`src/rtl/core/fcs_pkg.sv`:
```
// Shared types and constants for the frame cadence scheduler.
`timescale 1ns / 1ps
`default_nettype none

package fcs_pkg;

    localparam int FRAME_BITS   = 32;
    localparam int GEN_BITS     = 32;
    localparam int GAP_BITS     = 18;
    localparam int IVL_BITS     = 3;
    localparam int OUT_CNT_BITS = 32;
    localparam int OP_BITS      = 3;
    localparam int CFG_IDX_BITS = 1;

    localparam logic [IVL_BITS-1:0] IVL_RESET = 3'd2;
    localparam logic [GAP_BITS-1:0] GAP_RESET = 18'd200000;

    localparam logic [CFG_IDX_BITS-1:0] CFG_FRAME_INTERVAL = 1'd0;
    localparam logic [CFG_IDX_BITS-1:0] CFG_MAX_GAP        = 1'd1;

    typedef enum logic [OP_BITS-1:0] {
        OP_OFFER      = 3'd0,
        OP_ADMIT      = 3'd1,
        OP_FINISH     = 3'd2,
        OP_CANCEL     = 3'd3,
        OP_CANCEL_GEN = 3'd4
    } t_op;

    typedef enum logic [3:0] {
        S_IDLE,
        S_FRAME,
        S_TIME,
        S_LAST,
        S_GAP,
        S_IVL,
        S_DIV,
        S_EXP,
        S_COMMIT
    } t_state;

    typedef enum logic [2:0] {
        ALU_NONE,
        ALU_FRAME,
        ALU_TIME,
        ALU_LAST,
        ALU_GAP,
        ALU_IVL,
        ALU_DIV,
        ALU_EXP
    } t_alu_sel;

    typedef struct packed {
        logic borrow;
        logic zero;
    } t_alu_flags;

endpackage

`default_nettype wire

```
`src/rtl/core/fcs_alu.sv`:
```
// Shared subtract/compare unit with operand selection for the scheduler sequencer.
`timescale 1ns / 1ps
`default_nettype none

module fcs_alu #(
    parameter int TIME_BITS = 48
) (
    input  fcs_pkg::t_alu_sel                  i_sel,
    input  wire logic [fcs_pkg::FRAME_BITS-1:0] i_frame,
    input  wire logic [fcs_pkg::FRAME_BITS-1:0] i_prev_frame,
    input  wire logic [TIME_BITS-1:0]           i_time,
    input  wire logic [TIME_BITS-1:0]           i_prev_time,
    input  wire logic [TIME_BITS-1:0]           i_last_time,
    input  wire logic [TIME_BITS-1:0]           i_work,
    input  wire logic [fcs_pkg::GAP_BITS-1:0]   i_gap,
    input  wire logic [fcs_pkg::GAP_BITS-1:0]   i_rem,
    input  wire logic [31:0]                    i_frames,
    input  wire logic [31:0]                    i_frame_idx,
    input  wire logic [31:0]                    i_expired,
    input  wire logic [31:0]                    i_reported,
    output logic [TIME_BITS-1:0]                o_diff,
    output fcs_pkg::t_alu_flags                 o_flags
);
    import fcs_pkg::*;

    logic [TIME_BITS-1:0] opa;
    logic [TIME_BITS-1:0] opb;
    logic [TIME_BITS:0]   sub;

    always_comb begin
        opa = '0;
        opb = '0;
        case (i_sel)
            ALU_FRAME: begin
                opa = TIME_BITS'(i_prev_frame);
                opb = TIME_BITS'(i_frame);
            end
            ALU_TIME: begin
                opa = i_time;
                opb = i_prev_time;
            end
            ALU_LAST: begin
                opa = i_time;
                opb = i_last_time;
            end
            ALU_GAP: begin
                opa = i_work;
                opb = TIME_BITS'(i_gap);
            end
            ALU_IVL: begin
                opa = TIME_BITS'(i_frames);
                opb = TIME_BITS'(i_frame_idx);
            end
            ALU_DIV: begin
                opa = TIME_BITS'({i_rem, i_work[TIME_BITS-1]});
                opb = TIME_BITS'(i_gap);
            end
            ALU_EXP: begin
                opa = TIME_BITS'(i_expired);
                opb = TIME_BITS'(i_reported);
            end
            default: begin
                opa = '0;
                opb = '0;
            end
        endcase
    end

    assign sub     = {1'b0, opa} - {1'b0, opb};
    assign o_diff  = sub[TIME_BITS-1:0];
    assign o_flags = '{borrow: sub[TIME_BITS], zero: (opa == opb)};

endmodule

`default_nettype wire

```
`src/rtl/core/frame_cadence_scheduler.sv`:
```
// Top level of the frame cadence scheduler: event sequencer, state and counters.
`timescale 1ns / 1ps
`default_nettype none

// One event is taken at a time; o_in_stall stays high until its result is
// registered. Finish, cancel and unknown events go from accept straight to the
// commit state. Offer and admit first run five compare steps on the single
// shared subtractor. An offer that finds the gap deadline passed while a job
// is busy also runs a restoring division of the elapsed time by the gap, one
// quotient bit per cycle on that same subtractor, and then an expiry compare.
// A result waiting on a stalled output does not hold off the next event, only
// its final write-back.
module frame_cadence_scheduler #(
    parameter int TIME_BITS  = 48,
    parameter int COUNT_BITS = 32
) (
    input  wire logic                                 i_clk,
    input  wire logic                                 i_rst_n,
    input  wire logic                                 i_cfg_we,
    input  wire logic [fcs_pkg::CFG_IDX_BITS-1:0]     i_cfg_index,
    input  wire logic [fcs_pkg::GAP_BITS-1:0]         i_cfg_data,
    input  wire logic                                 i_in_valid,
    output logic                                      o_in_stall,
    input  wire logic [fcs_pkg::OP_BITS-1:0]          i_operation,
    input  wire logic [fcs_pkg::FRAME_BITS-1:0]       i_frame_number,
    input  wire logic [TIME_BITS-1:0]                 i_capture_time_us,
    input  wire logic                                 i_external_trigger,
    input  wire logic [fcs_pkg::GEN_BITS-1:0]         i_job_generation,
    output logic                                      o_out_valid,
    input  wire logic                                 i_out_stall,
    output logic                                      o_accepted,
    output logic                                      o_detector_busy,
    output logic [fcs_pkg::OUT_CNT_BITS-1:0]          o_missed_deadlines,
    output logic [fcs_pkg::OUT_CNT_BITS-1:0]          o_capture_count
);
    import fcs_pkg::*;

    localparam int CNT_W = $clog2(TIME_BITS);
    localparam int SUM_W = ((COUNT_BITS > 32) ? COUNT_BITS : 32) + 1;

    // configuration
    logic [IVL_BITS-1:0] r_interval;
    logic [GAP_BITS-1:0] r_max_gap;
    logic [GAP_BITS-1:0] gap_eff;

    // sequencer
    t_state r_state, n_state;
    t_alu_sel alu_sel;
    logic [TIME_BITS-1:0] alu_diff;
    t_alu_flags alu_flags;
    logic out_free;
    logic commit_go;
    logic in_fire;

    // latched event
    logic [OP_BITS-1:0]    r_op;
    logic [FRAME_BITS-1:0] r_frame;
    logic [TIME_BITS-1:0]  r_time;
    logic                  r_trig;
    logic [GEN_BITS-1:0]   r_gen;

    // evaluation results
    logic                  r_frame_le, r_frame_eq, r_time_lt, r_time_eq, r_last_ge;
    logic                  r_gap_ok, r_ivl_ok, r_exp_gt;
    logic [TIME_BITS-1:0]  r_work;
    logic [GAP_BITS-1:0]   r_rem;
    logic [CNT_W-1:0]      r_cnt;
    logic [31:0]           r_frames_eval;
    logic [31:0]           r_expired;
    logic [31:0]           r_delta;
    logic                  div_bit;
    logic [63:0]           quot_wide;
    logic [31:0]           expired_sat;

    // scheduler state
    logic                  r_have_frame, n_have_frame;
    logic [FRAME_BITS-1:0] r_prev_frame, n_prev_frame;
    logic [TIME_BITS-1:0]  r_prev_time, n_prev_time;
    logic [31:0]           r_frames_seen, n_frames_seen;
    logic                  r_req, n_req;
    logic                  r_have_att, n_have_att;
    logic [TIME_BITS-1:0]  r_last_time, n_last_time;
    logic [31:0]           r_frame_idx, n_frame_idx;
    logic                  r_busy, n_busy;
    logic [FRAME_BITS-1:0] r_run_frame, n_run_frame;
    logic [GEN_BITS-1:0]   r_run_gen, n_run_gen;
    logic [31:0]           r_reported, n_reported;
    logic [COUNT_BITS-1:0] r_misses, n_misses;
    logic [COUNT_BITS-1:0] r_admitted, n_admitted;
    logic                  n_acc;

    logic                  refuse;
    logic                  early;
    logic                  fin_match;
    logic [SUM_W-1:0]      miss_sum;
    logic [63:0]           misses_wide;
    logic [63:0]           admitted_wide;

    // output register
    logic                    r_out_valid;
    logic                    r_out_acc;
    logic                    r_out_busy;
    logic [OUT_CNT_BITS-1:0] r_out_misses;
    logic [OUT_CNT_BITS-1:0] r_out_captures;

    function automatic logic op_is_eval(input logic [OP_BITS-1:0] op);
        op_is_eval = (op == OP_OFFER) || (op == OP_ADMIT);
    endfunction

    assign gap_eff   = (r_max_gap == '0) ? GAP_BITS'(1) : r_max_gap;
    assign out_free  = !r_out_valid || !i_out_stall;
    assign in_fire   = i_in_valid && !o_in_stall;

    fcs_alu #(
        .TIME_BITS (TIME_BITS)
    ) u_alu (
        .i_sel        (alu_sel),
        .i_frame      (r_frame),
        .i_prev_frame (r_prev_frame),
        .i_time       (r_time),
        .i_prev_time  (r_prev_time),
        .i_last_time  (r_last_time),
        .i_work       (r_work),
        .i_gap        (gap_eff),
        .i_rem        (r_rem),
        .i_frames     (r_frames_eval),
        .i_frame_idx  (r_frame_idx),
        .i_expired    (expired_sat),
        .i_reported   (r_reported),
        .o_diff       (alu_diff),
        .o_flags      (alu_flags)
    );

    assign div_bit     = !alu_flags.borrow;
    assign quot_wide   = 64'(r_work);
    assign expired_sat = (|quot_wide[63:32]) ? 32'hFFFF_FFFF : quot_wide[31:0];

    // next state
    always_comb begin
        n_state = r_state;
        case (r_state)
            S_IDLE: begin
                if (i_in_valid) begin
                    if (op_is_eval(i_operation)) n_state = S_FRAME;
                    else n_state = S_COMMIT;
                end
            end
            S_FRAME: n_state = S_TIME;
            S_TIME:  n_state = S_LAST;
            S_LAST:  n_state = S_GAP;
            S_GAP:   n_state = S_IVL;
            S_IVL: begin
                if (r_op == OP_OFFER && !refuse && r_gap_ok && r_busy) n_state = S_DIV;
                else n_state = S_COMMIT;
            end
            S_DIV: begin
                if (r_cnt == '0) n_state = S_EXP;
            end
            S_EXP: n_state = S_COMMIT;
            S_COMMIT: begin
                if (out_free) n_state = S_IDLE;
            end
            default: n_state = S_IDLE;
        endcase
    end

    // sequencer outputs
    always_comb begin
        alu_sel    = ALU_NONE;
        o_in_stall = 1'b1;
        commit_go  = 1'b0;
        case (r_state)
            S_IDLE:   o_in_stall = 1'b0;
            S_FRAME:  alu_sel = ALU_FRAME;
            S_TIME:   alu_sel = ALU_TIME;
            S_LAST:   alu_sel = ALU_LAST;
            S_GAP:    alu_sel = ALU_GAP;
            S_IVL:    alu_sel = ALU_IVL;
            S_DIV:    alu_sel = ALU_DIV;
            S_EXP:    alu_sel = ALU_EXP;
            S_COMMIT: commit_go = out_free;
            default:  alu_sel = ALU_NONE;
        endcase
    end

    assign refuse    = r_have_frame && (r_frame_le || r_time_lt);
    assign early     = !r_req && !r_ivl_ok && !r_gap_ok && r_have_att;
    assign fin_match = r_busy && (r_run_frame == r_frame) && (r_run_gen == r_gen);
    assign miss_sum  = SUM_W'(r_misses) + SUM_W'(r_delta);

    // event commit
    always_comb begin
        n_have_frame  = r_have_frame;
        n_prev_frame  = r_prev_frame;
        n_prev_time   = r_prev_time;
        n_frames_seen = r_frames_seen;
        n_req         = r_req;
        n_have_att    = r_have_att;
        n_last_time   = r_last_time;
        n_frame_idx   = r_frame_idx;
        n_busy        = r_busy;
        n_run_frame   = r_run_frame;
        n_run_gen     = r_run_gen;
        n_reported    = r_reported;
        n_misses      = r_misses;
        n_admitted    = r_admitted;
        n_acc         = 1'b0;
        case (t_op'(r_op))
            OP_OFFER: begin
                if (!refuse) begin
                    n_have_frame  = 1'b1;
                    n_prev_frame  = r_frame;
                    n_prev_time   = r_time;
                    n_frames_seen = r_frames_eval;
                    if (r_trig) n_req = 1'b1;
                    if (r_exp_gt) begin
                        if (|miss_sum[SUM_W-1:COUNT_BITS]) n_misses = '1;
                        else n_misses = miss_sum[COUNT_BITS-1:0];
                        n_reported = r_expired;
                    end
                    n_acc = n_req || r_ivl_ok || r_gap_ok;
                end
            end
            OP_ADMIT: begin
                if (!r_busy && r_gen != '0 && r_have_frame && r_frame_eq && r_time_eq
                        && !early) begin
                    n_busy      = 1'b1;
                    n_run_frame = r_frame;
                    n_run_gen   = r_gen;
                    n_have_att  = 1'b1;
                    n_last_time = r_time;
                    n_frame_idx = r_frames_seen;
                    n_req       = 1'b0;
                    n_reported  = '0;
                    if (!(&r_admitted)) n_admitted = r_admitted + COUNT_BITS'(1);
                    n_acc       = 1'b1;
                end
            end
            OP_FINISH, OP_CANCEL: begin
                if (fin_match) begin
                    n_busy      = 1'b0;
                    n_run_frame = '0;
                    n_run_gen   = '0;
                    n_acc       = 1'b1;
                    if (r_op == OP_CANCEL) n_req = 1'b1;
                end
            end
            OP_CANCEL_GEN: begin
                if (r_busy && r_run_gen == r_gen) begin
                    n_busy      = 1'b0;
                    n_run_frame = '0;
                    n_run_gen   = '0;
                end
                n_req       = 1'b1;
                n_have_att  = 1'b0;
                n_last_time = '0;
                n_reported  = '0;
                n_acc       = 1'b1;
            end
            default: n_acc = 1'b0;
        endcase
    end

    assign misses_wide   = 64'(n_misses);
    assign admitted_wide = 64'(n_admitted);

    // configuration registers
    always_ff @(posedge i_clk) begin
        if (!i_rst_n) begin
            r_interval <= IVL_RESET;
            r_max_gap  <= GAP_RESET;
        end else if (i_cfg_we) begin
            case (i_cfg_index)
                CFG_FRAME_INTERVAL: r_interval <= i_cfg_data[IVL_BITS-1:0];
                CFG_MAX_GAP:        r_max_gap  <= i_cfg_data;
                default:            r_interval <= r_interval;
            endcase
        end
    end

    // sequencer state
    always_ff @(posedge i_clk) begin
        if (!i_rst_n) r_state <= S_IDLE;
        else r_state <= n_state;
    end

    // event latch and evaluation datapath
    always_ff @(posedge i_clk) begin
        if (in_fire) begin
            r_op    <= i_operation;
            r_frame <= i_frame_number;
            r_time  <= i_capture_time_us;
            r_trig  <= i_external_trigger;
            r_gen   <= i_job_generation;
        end
        case (r_state)
            S_FRAME: begin
                r_frame_le    <= !alu_flags.borrow;
                r_frame_eq    <= alu_flags.zero;
                r_frames_eval <= (r_op == OP_OFFER) ? r_frames_seen + 32'd1 : r_frames_seen;
            end
            S_TIME: begin
                r_time_lt <= alu_flags.borrow;
                r_time_eq <= alu_flags.zero;
            end
            S_LAST: begin
                r_last_ge <= !alu_flags.borrow;
                r_work    <= alu_diff;
            end
            S_GAP: r_gap_ok <= r_have_att && r_last_ge && !alu_flags.borrow;
            S_IVL: begin
                r_ivl_ok <= r_have_att
                    && ((|alu_diff[31:IVL_BITS]) || (alu_diff[IVL_BITS-1:0] >= r_interval));
                r_exp_gt <= 1'b0;
                r_rem    <= '0;
                r_cnt    <= CNT_W'(TIME_BITS - 1);
            end
            S_DIV: begin
                if (div_bit) r_rem <= alu_diff[GAP_BITS-1:0];
                else r_rem <= {r_rem[GAP_BITS-2:0], r_work[TIME_BITS-1]};
                r_work <= {r_work[TIME_BITS-2:0], div_bit};
                r_cnt  <= r_cnt - CNT_W'(1);
            end
            S_EXP: begin
                r_exp_gt  <= !alu_flags.borrow && !alu_flags.zero;
                r_delta   <= alu_diff[31:0];
                r_expired <= expired_sat;
            end
            default: r_cnt <= r_cnt;
        endcase
    end

    // scheduler state
    always_ff @(posedge i_clk) begin
        if (!i_rst_n) begin
            r_have_frame  <= 1'b0;
            r_prev_frame  <= '0;
            r_prev_time   <= '0;
            r_frames_seen <= '0;
            r_req         <= 1'b1;
            r_have_att    <= 1'b0;
            r_last_time   <= '0;
            r_frame_idx   <= '0;
            r_busy        <= 1'b0;
            r_run_frame   <= '0;
            r_run_gen     <= '0;
            r_reported    <= '0;
            r_misses      <= '0;
            r_admitted    <= '0;
        end else if (commit_go) begin
            r_have_frame  <= n_have_frame;
            r_prev_frame  <= n_prev_frame;
            r_prev_time   <= n_prev_time;
            r_frames_seen <= n_frames_seen;
            r_req         <= n_req;
            r_have_att    <= n_have_att;
            r_last_time   <= n_last_time;
            r_frame_idx   <= n_frame_idx;
            r_busy        <= n_busy;
            r_run_frame   <= n_run_frame;
            r_run_gen     <= n_run_gen;
            r_reported    <= n_reported;
            r_misses      <= n_misses;
            r_admitted    <= n_admitted;
        end
    end

    // result register
    always_ff @(posedge i_clk) begin
        if (!i_rst_n) begin
            r_out_valid <= 1'b0;
        end else if (commit_go) begin
            r_out_valid <= 1'b1;
        end else if (!i_out_stall) begin
            r_out_valid <= 1'b0;
        end
    end

    always_ff @(posedge i_clk) begin
        if (commit_go) begin
            r_out_acc      <= n_acc;
            r_out_busy     <= n_busy;
            r_out_misses   <= misses_wide[OUT_CNT_BITS-1:0];
            r_out_captures <= admitted_wide[OUT_CNT_BITS-1:0];
        end
    end

    assign o_out_valid        = r_out_valid;
    assign o_accepted         = r_out_acc;
    assign o_detector_busy    = r_out_busy;
    assign o_missed_deadlines = r_out_misses;
    assign o_capture_count    = r_out_captures;

    a_busy_has_gen: assert property (@(posedge i_clk) disable iff (!i_rst_n)
        r_busy |-> (r_run_gen != '0))
        else $error("busy job without a generation tag");

    a_commit_loads_out: assert property (@(posedge i_clk) disable iff (!i_rst_n)
        commit_go |=> (r_out_valid && r_state == S_IDLE))
        else $error("commit did not present a result");

    a_div_ends: assert property (@(posedge i_clk) disable iff (!i_rst_n)
        (r_state == S_DIV && r_cnt == '0) |=> (r_state == S_EXP))
        else $error("division did not end after its last quotient bit");

    a_captures_hold: assert property (@(posedge i_clk) disable iff (!i_rst_n)
        (r_admitted != '0) |=> (r_admitted != '0))
        else $error("capture count dropped back to zero");

endmodule

`default_nettype wire
```
`config.mk`:
```
export PLATFORM = sky130hd
export DESIGN_NAME = frame_cadence_scheduler
export DESIGN_NICKNAME = d
export VERILOG_FILES = /design/src/rtl/core/fcs_pkg.sv /design/src/rtl/core/fcs_alu.sv /design/src/rtl/core/frame_cadence_scheduler.sv
export SDC_FILE = /design/constraint.sdc
export NUM_CORES = 2
export LEC_CHECK = 0
export ABC_CLOCK_PERIOD_IN_PS = 8060
export BUFFER_PORTS_ARGS = -buffer_cell sky130_fd_sc_hd__buf_4
export CAP_MARGIN = 5
export CORE_ASPECT_RATIO = 1.1
export CORE_UTILIZATION = 55
export CTS_CLUSTER_SIZE = 12
export DETAILED_ROUTE_END_ITERATION = 8
export PLACE_DENSITY_LB_ADDON = 0.08
export SLEW_MARGIN = 20
export SYNTH_ARGS = -nofsm -noshare
export SYNTH_HDL_FRONTEND = slang
export SYNTH_SLANG_ARGS = --single-unit
```
`constraint.sdc`:
```
create_clock -name i_clk -period 8.06 [get_ports i_clk]
set_input_delay 0.403 -clock i_clk [delete_from_list [all_inputs] [get_ports i_clk]]
set_output_delay 0.403 -clock i_clk [all_outputs]
set_load 0.005 [all_outputs]
```
# == Word-level counts from Yosys, hierarchy flattened ==
# Index checks and enable logic that the tools add are counted.
# op_classes
add_sub_neg,5
magnitude_cmp,1
eq_ne,33
mux,58
bitwise,2
reduce_logical,64
# op_table
op,count
$pmux W48 S6,2
$mux W32,16
$pmux W32 S3,3
$pmux W48 S2,2
$add A32 B1 Y32 const B,2
$eq A32 B32 Y1,2
$sub A48 B48 Y49,1
$eq A48 B48 Y1,1
$mux W48,1
$mux W18,2
$pmux W18 S2,1
$pmux W4 S9,1
$add A32 B32 Y33,1
$reduce_and A32 Y1,1
$reduce_bool A32 Y1,1
$reduce_or A29 Y1,1
$pmux W3 S7,1
$logic_and A1 B1 Y1,20
$mux W4,5
$logic_not A18 Y1,1
$mux W1,18
$ne A2 B2 Y1 const B,9
$eq A4 B3 Y1 const B,4
$reduce_or A16 Y1,1
other kinds (27),66
# totals
register_bits,740
in_bits,140
out_inout_bits,68

# == Longest topological paths before layout ==
# logic_depth
word_depth,9
depth_mapped,22
depth_no_buf,18

# == Modules after synthesis ==
# Synthesis repeated with hierarchy kept, for this count alone.
# unflattened
hier_cells,3761
area_unflattened_um2,35984.5
# by_module_without_submodules
module,instances,cells_each,area_each_um2,seq_area_each_um2
frame_cadence_scheduler,1,2913,30038.8,18397.6
fcs_alu,1,848,5945.7,0.0

# == Least setup slack after synthesis ==
# Ideal clock, no wire load.
# synth_timing
path_type,reg2reg
from,reg r_state[1]
to,reg r_work[42] (data pin)
setup_ps,266
t_arrival_ps,5604
setup_slack_ps,2190
stages_incl_launch_ff,16
path_buffers,2
synth_period_minus_slack_ps,5870
path_cell_list,dfxtp_1 > clkbuf_1 > inv_1 > nor2_1 > clkbuf_1 > a221oi_1 > ha_1 > a21o_1 > a211o_1 > a31oi_1 > o211ai_1 > a41oi_1 > o21ai_0 > a21oi_1 > nor4b_1 > nor3_1
# synth_via
elab_chain_len,7
# synth_rtl
item,line,text
start: declaration,frame_cadence_scheduler.sv:47,"t_state r_state, n_state;"
start signal: assignment,frame_cadence_scheduler.sv:284,else r_state <= n_state;
$eq A4 B3 Y1 (tied with other cells),frame_cadence_scheduler.sv:172,case (r_state)
$pmux W3 S7,frame_cadence_scheduler.sv:172,
$eq A3 B2 Y1 / $eq A3 B3 Y1 (equally long branches),fcs_alu.sv:33,case (i_sel)
$reduce_or A2 Y1 (no line),--,
$pmux W48 S6,fcs_alu.sv:33,
$sub A48 B48 Y49,fcs_alu.sv:69,"assign sub = {1'b0, opa} - {1'b0, opb};"
$pmux W48 S2 *,frame_cadence_scheduler.sv:296,case (r_state)
end signal: assignment,frame_cadence_scheduler.sv:308,r_work <= alu_diff;
end signal: assignment,frame_cadence_scheduler.sv:321,"r_work <= {r_work[TIME_BITS-2:0], div_bit};"
end: declaration,frame_cadence_scheduler.sv:65,logic [TIME_BITS-1:0] r_work;
# Every way passes the cells marked *; elsewhere a longest branch is shown, timed or not.
# A chain may end at the register's enable or synchronous reset.

# == Worst setup path in the final report ==
# layout_timing
from,reg r_work[43]
to,reg r_work[42] (data pin)
# layout_via
elab_chain_len,5
# layout_rtl
item,line,text
$reduce_or A16 Y1,frame_cadence_scheduler.sv:136,assign expired_sat = (|quot_wide[63:32]) ? 32'hFFFF_FFFF : quot_wide[31:0];
$mux W32,frame_cadence_scheduler.sv:136,
$pmux W48 S6,fcs_alu.sv:33,
$sub A48 B48 Y49,fcs_alu.sv:69,
$pmux W48 S2,frame_cadence_scheduler.sv:296,
# No other way between the ends.

==> metrics.cfg <==
[sta]
final_max_slew_viol_count = 0
skew_ps = 43.0
rsz0062_at_grt = false
tightest_slew_ps = 1100
hold_viol_final = 0
slew_headroom_pct = 26.8
max_freq_mhz = 166
post-route-period-util_pct = 74.7
setup_tns_ps = 0
worst_slack_ps = 2040
period_needed_ps = 6020
finalSetupViolCount = 0
whs_ps = 12.0

[layout]
area_growth_pct = 16.8
fin_nets = 4058
final_common_cell = nand2_1
final_cell_mix = 642 x nand2_1, 382 x dfxtp_1, 358 x edfxtp_1, 264 x a21boi_0, 244 x buf_4
nFillCells = 5026
final_cells = 4736
diodes = 0
drive_above_1_share_pct = 11.1

[grt]
grt_pass1_vias = 27900
grt_max_degree = 156
grt_usage_pct = 31.2
grt_pass1_wl_mm = 160
gr-total-overflow = 0
antenna_found_initial = 0

[yosys]
syn_area_per_cell_sq_um = 9.84
synth_top_area_share_pct = 30.3
yosys_warnings = 0
mappedNetlistArea_sq_um = 35500
async_flop_share_pct = 0
synth_top_family_by_area = compound AO/OA/AOI/OAI gates
synth-edff-count = 358
synthFlopType = dfxtp_1
synthSimpleGateAreaFrac_pct = 17.1
syn_nets = 3837
synth.area.mux_share_pct = 0.715
netlist_instances = 3609
synth.area.top_cells = edfxtp_1 30%, dfxtp_1 22%, nand2_1 6.8%
synth-seq-cells = 740
ys_types = 76
synth_adder_area_share_pct = 3.14
synth_xor_area_share_pct = 5.26
synth_compound_area_share_pct = 18.9
yosysSeqAreaShare_pct = 51.8
synth.largest_area_cell = edfxtp_1

[critical_path]
slowest_stage = and3_1
worstPathCellList = nor4_1 > nand4_1 > buf_4 > and3_1 > o21ai_0 > and3_1 > ha_1 > inv_1 > fa_1 > a211oi_1 > o21ai_1 > o211ai_1 > o211ai_1 > a41oi_1 > buf_4 > o21ai_0 > a21oi_1 > nor4b_1 > nor3_1
start_kind = flop
critical_path_arrival_ps = 6390
worst-setup-path-type = flop to flop
worstPathRequired_ps = 8430
crit_fanout = 33
r2r_cells = 19
cp-end-kind = flop
slowest_delay_ps = 560

[clocking]
ctsLongestPathBuffers = 3
clock_latency_ps = 650
cts_sinks = 740
ctsResizeCount = 0
htree_num_levels = 3
cts_tree = built
clkTransAtPathRegs_ps = 60
cts_buffers = 79
cts-root-buf = clkbuf_16

[floorplanning]
core_region_area_sq_um = 63700
dieArea_sq_um = 65600
placementRows = 97
die_x_um = 244
io-pin-count = 208
die_h_um = 268
start_util_pct = 55.7

[route]
vias_per_cell = 6.09
drc = 0
antenna_left = 0
vias = 28800
drt-initial-drc-count = 2936
firstDrtPassIters = 9
routed_wl_mm = 104
wire_per_inst_um = 21.9

[run]
maxCapViolations = 0

[place]
pre_cts_slack_ps = 2130
placed_cells = 4469
io_buffers = 207
gp_congestion = 0.928
dp_hpwl_mm = 70.9

[min_path]
whs_path_depth = 1
hold_class = primary input to flop

[power_and_ir_drop]
power_density_nw_per_um2 = 217
max-vdd-ir-drop_mv = 0.195
power.leakage_nw = 15.3
p_total_mw = 9.00

[run_status]
status = finished clean

==> per-layer routing <==
metal	vias up	track usage [%]	part of all wire [%]
met5	-	0	0
met4	0	10.2	2.6
met3	170	4.83	7.6
met2	1124	50.7	47
met1	14000	42.7	43
li1	13500	-	-
==> through the flow <==
| stage | util [%] | instance area (sq um) |
|---|---|---|
| after floorplan | - | 35500 |
| after global placement | 59.1 | 37700 |
| after detailed placement | 59.1 | 37700 |
| after CTS | 65.1 | 41500 |
| after global routing | 65.1 | 41500 |
| final | 65.1 | 41500 |
==> synth_stat cells (all sizes together) (22+ instances only) <==
cell type and n:
nand2 644, dfxtp 382, edfxtp 358, a21boi 264, clkbuf 206, nand3 180, o21ai 152, a21oi 139
nor2 131, xnor2 110, xor2 103, ha 86, a22oi 66, inv 65, nor2b 61, a21o 50
a222oi 46, nor4 42, and2 41, or2 41, nand4 38, and3 33, o21a 32, nor3 25
o31a 23, mux2i 22
==> area by class of cell <==
type                       instances  area, sq um  share of cell area (%)
sequential                       740        18400                    44.4
clock inverter                    16          161                   0.389
clock buffer                     130         2430                    5.85
multi-input combinational       2577        16100                    38.9
inverter                          65          245                   0.591
tap                              841         1050                    2.54
timing repair buffer             367         3070                    7.40
==> flip-flops by register name, summed over array words and instances, names as in the netlist, 48 cells and up <==
register and flops:
r_last_time 48, r_prev_time 48, r_time 48, r_work 48
==> power breakdown <==
part / internal [mW] / leakage [nW] / switching (mW)
Sequential: 4.13 / 6.36 / 0.113
Combinational: 0.443 / 7.66 / 0.699
Clock: 2.10 / 1.26 / 1.52
==> worst max-delay path, delay by kind of cell (launching register included) <==
family	cells	cell delay [ps]
fa+ha+maj	2	630
flops	1	430
simple gates	6	1700
buf+inv	3	530
compound gates	8	2460
==> kinds of logic after synthesis <==
family	after synthesis
buf+inv	292
compound gates	947
flops	740
fa+ha+maj	88
xor+xnor	213
mux	25
simple gates	1304
==> final timing paths <==
path	endpoint	slack [ps]	from
max reg2reg	r_work[42]	2040	r_work[43]
max	r_work[42]	2040	r_work[43]
min	r_op[1]	10	i_operation[1]
min reg2reg	r_prev_time[10]	470	r_prev_time[10]
==> what timing repair did <==
action | CTS | global route
buffers inserted | 0 | 0
hold buffers | 121 | 0
setup endpoints to repair | 0 | 0
hold endpoints to repair | 121 | 0
Power figures use the tool's default switching activity.
